File: config.mk
export PLATFORM = sky130hd
export DESIGN_NAME = cc_front
export DESIGN_NICKNAME = d
export VERILOG_FILES = /design/src/hw/rtl/cc_pkg.sv /design/src/hw/rtl/cc_front.sv
export SDC_FILE = /design/constraint.sdc
export NUM_CORES = 2
export LEC_CHECK = 0
export CAP_MARGIN = 20
export CORE_MARGIN = 3
export CORE_UTILIZATION = 55
export CTS_CLUSTER_DIAMETER = 120
export DETAILED_ROUTE_END_ITERATION = 12
export DONT_BUFFER_PORTS = 1
export PLACE_DENSITY = 0.78
export SLEW_MARGIN = 10
export SYNTH_ARGS = -nofsm -noshare
export SYNTH_HDL_FRONTEND = slang
export SYNTH_SLANG_ARGS = --single-unit
File: constraint.sdc
create_clock -name clk -period 8.5 [get_ports clk]
set_input_delay 1.7 -clock clk [delete_from_list [all_inputs] [get_ports clk]]
set_output_delay 1.7 -clock clk [all_outputs]
set_load 0.05 [all_outputs]
File: src/hw/rtl/cc_pkg.sv
// shared widths, payload structs and stage structs for the circumcenter pipeline
package cc_pkg;

    // coordinate width of the input points
    localparam int COORD_BITS = 16;

    // point differences relative to point a
    localparam int DIFF_W = COORD_BITS + 1;
    // squared norms, determinant and doubled determinant (signed)
    localparam int SQ_W = 2 * COORD_BITS + 3;
    // split of the wide operand for the partial products
    localparam int LO_W = (SQ_W + 1) / 2;
    localparam int HI_W = SQ_W - LO_W;
    localparam int PP_LO_W = LO_W + 1 + DIFF_W;
    localparam int PP_HI_W = HI_W + DIFF_W;
    // full product and numerator widths
    localparam int PROD_W = SQ_W + DIFF_W;
    localparam int NUM_W = PROD_W + 2;
    // dividend width seen by the divider, at least one bit above the quotient
    localparam int Q_W = 32;
    localparam int DIV_N_W = (NUM_W > Q_W + 1) ? NUM_W : Q_W + 1;
    localparam int REM_W = SQ_W + 1;
    localparam int CMP_W = (DIV_N_W - Q_W > REM_W) ? DIV_N_W - Q_W : REM_W;

    // saturation limits of the center coordinates
    localparam logic [Q_W-1:0] SAT_MAX = {1'b0, {(Q_W-1){1'b1}}};
    localparam logic [Q_W-1:0] SAT_MIN = {1'b1, {(Q_W-1){1'b0}}};

    // input transfer
    typedef struct packed {
        logic signed [COORD_BITS-1:0] point_a_x;
        logic signed [COORD_BITS-1:0] point_a_y;
        logic signed [COORD_BITS-1:0] point_b_x;
        logic signed [COORD_BITS-1:0] point_b_y;
        logic signed [COORD_BITS-1:0] point_c_x;
        logic signed [COORD_BITS-1:0] point_c_y;
    } points_t;

    // output transfer
    typedef struct packed {
        logic signed [Q_W-1:0] center_x;
        logic signed [Q_W-1:0] center_y;
        logic                  found;
        logic                  saturated;
    } center_t;

    // front end to numerator stages
    typedef struct packed {
        logic signed [COORD_BITS-1:0] ax;
        logic signed [COORD_BITS-1:0] ay;
        logic signed [DIFF_W-1:0]     bx;
        logic signed [DIFF_W-1:0]     by;
        logic signed [DIFF_W-1:0]     cx;
        logic signed [DIFF_W-1:0]     cy;
        logic signed [SQ_W-1:0]       nb;
        logic signed [SQ_W-1:0]       nc;
        logic signed [SQ_W-1:0]       den;
    } front_t;

    // numerator stages to divider
    typedef struct packed {
        logic [DIV_N_W-1:0] num_mag;
        logic [SQ_W-1:0]    den_mag;
        logic               num_neg;
        logic               found;
    } div_in_t;

    // divider to output stage
    typedef struct packed {
        logic [Q_W-1:0] quot;
        logic           ovf;
        logic           neg;
        logic           found;
    } div_out_t;

endpackage

File: src/hw/rtl/cc_front.sv
// front end: differences, squares and cross products, norms and determinant
module cc_front
    import cc_pkg::*;
(
    input  logic    clk,
    input  logic    rst_n,
    input  logic    en,
    input  logic    in_valid,
    input  points_t pts,
    output logic    out_valid,
    output front_t  fout
);

    logic                         v1_reg, v2_reg, v3_reg;
    logic signed [COORD_BITS-1:0] ax1_reg, ay1_reg, ax2_reg, ay2_reg;
    logic signed [DIFF_W-1:0]     bx1_reg, by1_reg, cx1_reg, cy1_reg;
    logic signed [DIFF_W-1:0]     bx2_reg, by2_reg, cx2_reg, cy2_reg;
    logic signed [DIFF_W-1:0]     bx_next, by_next, cx_next, cy_next;
    logic signed [2*DIFF_W-1:0]   sq_bx_reg, sq_by_reg, sq_cx_reg, sq_cy_reg;
    logic signed [2*DIFF_W-1:0]   bxcy_reg, bycx_reg;
    logic signed [SQ_W-1:0]       det_next;
    front_t                       f3_reg, f3_next;

    // stage 1: offsets of b and c from a
    always_comb
    begin
        bx_next = {pts.point_b_x[COORD_BITS-1], pts.point_b_x}
                - {pts.point_a_x[COORD_BITS-1], pts.point_a_x};
        by_next = {pts.point_b_y[COORD_BITS-1], pts.point_b_y}
                - {pts.point_a_y[COORD_BITS-1], pts.point_a_y};
        cx_next = {pts.point_c_x[COORD_BITS-1], pts.point_c_x}
                - {pts.point_a_x[COORD_BITS-1], pts.point_a_x};
        cy_next = {pts.point_c_y[COORD_BITS-1], pts.point_c_y}
                - {pts.point_a_y[COORD_BITS-1], pts.point_a_y};
    end

    // stage 3: norms and doubled determinant
    always_comb
    begin
        det_next      = SQ_W'(bxcy_reg) - SQ_W'(bycx_reg);
        f3_next.ax    = ax2_reg;
        f3_next.ay    = ay2_reg;
        f3_next.bx    = bx2_reg;
        f3_next.by    = by2_reg;
        f3_next.cx    = cx2_reg;
        f3_next.cy    = cy2_reg;
        f3_next.nb    = SQ_W'(sq_bx_reg) + SQ_W'(sq_by_reg);
        f3_next.nc    = SQ_W'(sq_cx_reg) + SQ_W'(sq_cy_reg);
        f3_next.den   = {det_next[SQ_W-2:0], 1'b0};
    end

    // valid bits
    always_ff @(posedge clk or negedge rst_n)
    begin
        if (!rst_n)
        begin
            v1_reg <= 1'b0;
            v2_reg <= 1'b0;
            v3_reg <= 1'b0;
        end
        else if (en)
        begin
            v1_reg <= in_valid;
            v2_reg <= v1_reg;
            v3_reg <= v2_reg;
        end
    end

    // data stages
    always_ff @(posedge clk)
    begin
        if (en)
        begin
            ax1_reg   <= pts.point_a_x;
            ay1_reg   <= pts.point_a_y;
            bx1_reg   <= bx_next;
            by1_reg   <= by_next;
            cx1_reg   <= cx_next;
            cy1_reg   <= cy_next;
            ax2_reg   <= ax1_reg;
            ay2_reg   <= ay1_reg;
            bx2_reg   <= bx1_reg;
            by2_reg   <= by1_reg;
            cx2_reg   <= cx1_reg;
            cy2_reg   <= cy1_reg;
            sq_bx_reg <= bx1_reg * bx1_reg;
            sq_by_reg <= by1_reg * by1_reg;
            sq_cx_reg <= cx1_reg * cx1_reg;
            sq_cy_reg <= cy1_reg * cy1_reg;
            bxcy_reg  <= bx1_reg * cy1_reg;
            bycx_reg  <= by1_reg * cx1_reg;
            f3_reg    <= f3_next;
        end
    end

    assign out_valid = v3_reg;
    assign fout      = f3_reg;

endmodule

==> summary.md <==
| Metric | Value |
|---|---|
| Die X | 400 um |
| Clock latency at the later pin of the worst-skew pair | 0.70 ns |
| First-pass GRT wire length | 349 mm |
| Post-route clock skew | 0.0339 ns |
| Layout cells sized above 1 | 0.0359 |
| Filler cells | 12200 |
| Rows | 143 |
| Hold buffer count at cts | 0 |
| Worst slew margin | 0.213 |
| Port buffer count | 0 |
| Starting Density | 0.557 |
| Worst EP arrival | 8.09 ns |
| Gpl congestion | roughly 0.96 |
| Grt ovf | 0 |
| Vias per inst | 5.51 |
| Setup TNS | 0 ns |
| DR pass1 iterations | 6 |
| Nets | 10600 |
| Final Non-Filler Cells | 10200 |
| Final setup margin | 0.827 ns |
| CTS Buf Count | 74 |
| Unrepaired setup endpoints after global routing | false |
| Distinct cells, synth | 73 |
| Syn_nets | between 10000 and 15000 |
| P&R area growth vs syn | 6.11% |
| Initial antenna violation count | 26 |
| Setup WS pre-CTS | 0.953 ns |
| Post-DRT Antenna Nets | 0 |
| H-tree Lvls | 3 |
| Total track usage | 0.287 |
| Chip height | 400 um |
| DP HPWL | 179 mm |
| Highest Clock Rate | 0.130 GHz |
| Iter 0 DRT Violations | roughly 4200 |
| Setup Viol. Count Final | 0 |
| R2R Setup Slk | 0.83 ns |
| DRC Markers | 0 |
| Clock transition at path regs | 0.06 ns |
| CP Capture Type | flip-flop |
| Maximum clock path buffer count | 3 |
| Largest net degree at the start of global routing | 604 |
| Status | finished clean |
| Pins Over Slew Limit | 0 |
| Clk sinks | 603 |
| Fin. Hold Viols | 0 |
| Final Cycle Share | 0.903 |
| Yosys reg bits | 603 |
| Commonest non-fill, non-tap cell in the layout | inv_1 |
| Setup crit start kind | flip-flop |
| Final WL | 221 mm |
| WP data required | roughly 9 ns |
| Minimum clock period | 7.67 ns |
| Vias in the first global route | around 62000 |
| Placed Instances | slightly above 10000 |
| Synth Cell Area | 85300 um^2 |
| CP max FO | 23 |
| I/O pins | 306 |
| FFs w/ async S/R, synth | 0.00498 |
| CTS tree | yes |
| Full die area | 160000 um^2 |
| Worst Max-Slew Pin Slew | 1.18 ns |
| Crit path kind | flip-flop to flip-flop |
| DR vias | 56300 |
| Max reg flops | approximately 200 |
| YS warnings | 0 |
| Post-synth EDFFs | 600 |
| Register area share after synthesis | 0.212 |
| Worst hold path type | flip-flop to flip-flop |
| Max_cap viols | 0 |
| Core Area | 153000 um^2 |
| Setup bufs post-CTS | 0 |
| Syn avg cell area | approximately 10 um^2 |
| CTS root buf | clkbuf_16 |
| WL per Instance | 21.6 um |
| Post-cts gate resize count | 0 |
| Final core utilization | 0.591 |
| Gate Count Post-Synth | ~8100 |
| Ys flop type | edfxtp_1 |
| Most frequent cells in the layout | inv_1 (2058), fa_1 (1660), ha_1 (703) |
==> area by class of cell <==
cell class | count | area, um^2 | area share
multi-input cells | 5234 | 58500 | 0.647
repair buffers | 128 | 1070 | 0.0118
flip-flops and latches | 603 | 18100 | 0.200
inverters | 2067 | 7760 | 0.0858
clock inverters | 47 | 554 | 0.00613
clock buffers | 86 | 1900 | 0.0210
diodes | 14 | 35.0 | 0.000387
well taps | 2030 | 2540 | 0.0281
==> cells by family (layout without fill, tap and decap cells) <==
group                    Yosys count  count (layout)  synth area share
flip-flops                       603             603             0.212
AO/OA/AOI/OAI                    685             685            0.0527
other                              1              15         0.0000440
adder cells (fa/ha/maj)         2363            2363             0.493
multiplexers                       9               9           0.00112
XOR/XNOR                         383             383            0.0393
buffers and inverters           2302            2328             0.101
AND/OR/NAND/NOR                 1793            1793             0.100
==> Yosys cell counts (11+ instances only) <==
master	count	area [um^2]
and3_1	18	113
a21boi_0	18	135
a211oi_1	19	143
nand2b_1	57	357
nand4_1	15	93.8
edfxtp_1	600	18000
clkbuf_1	223	837
nor2b_1	71	444
nand2_1	671	2520
nand3_1	50	250
ha_1	703	8800
a31oi_1	18	113
or2_2	15	93.8
or3_1	24	150
inv_1	2058	7720
nor2_1	353	1330
nor3_1	48	240
and2_1	455	2850
a31o_2	26	228
xnor2_1	292	2560
fa_1	1660	33200
a21oi_1	205	1030
o21a_1	38	285
xor2_1	91	797
o21ai_0	124	621
o21bai_1	31	233
a21o_1	96	721
buf_1	11	41.3
==> per-layer routing <==
| layer | global-route usage | part of all wire |
|---|---|---|
| met3 | 0.0796 | 0.10 |
| met1 | 0.367 | 0.38 |
| met5 | 0 | 0.00010 |
| met2 | 0.460 | 0.47 |
| met4 | 0.126 | 0.050 |
==> through the flow <==
| stage | cell area, um^2 | hold slack, ns |
|---|---|---|
| after detailed placement | 87900 | 0.405 |
| after global routing | 90500 | 0.420 |
| after floorplan | 85300 | 0.400 |
| final | 90500 | 0.407 |
| after CTS | 90300 | 0.401 |
| after global placement | 87800 | 0.400 |
==> final timing paths <==
check                            startpoint             to  cells after the start
max in group asynchronous             rst_n         v2_reg                      0
min in group asynchronous             rst_n      out_valid                      0
worst max register to register   by1_reg[7]  sq_by_reg[33]                     22
worst max-delay path             by1_reg[7]  sq_by_reg[33]                     22
worst min register to register  bx2_reg[10]      fout[166]                      0
worst min-delay path            bx2_reg[10]      fout[166]                      0
==> critical path, cell delays in order (launching register included) <==
cell and delay (ns):
edfxtp_1 1.13, buf_4 0.30, nand2_1 0.09, fa_1 0.60, fa_1 0.45, fa_1 0.52
inv_1 0.06, fa_1 0.52, fa_1 0.50, inv_1 0.05, fa_1 0.48, inv_1 0.04
ha_1 0.37, a21o_1 0.21, a21o_1 0.19, a2111oi_0 0.49, nor3_1 0.17, a2111oi_4 0.38
o21ai_2 0.17, a2111oi_2 0.31, o21ai_1 0.11, a21oi_1 0.17, xnor2_1 0.08
Power is not shown: default switching activity piles up to over one toggle a cycle in this logic, so the estimate is an artifact.
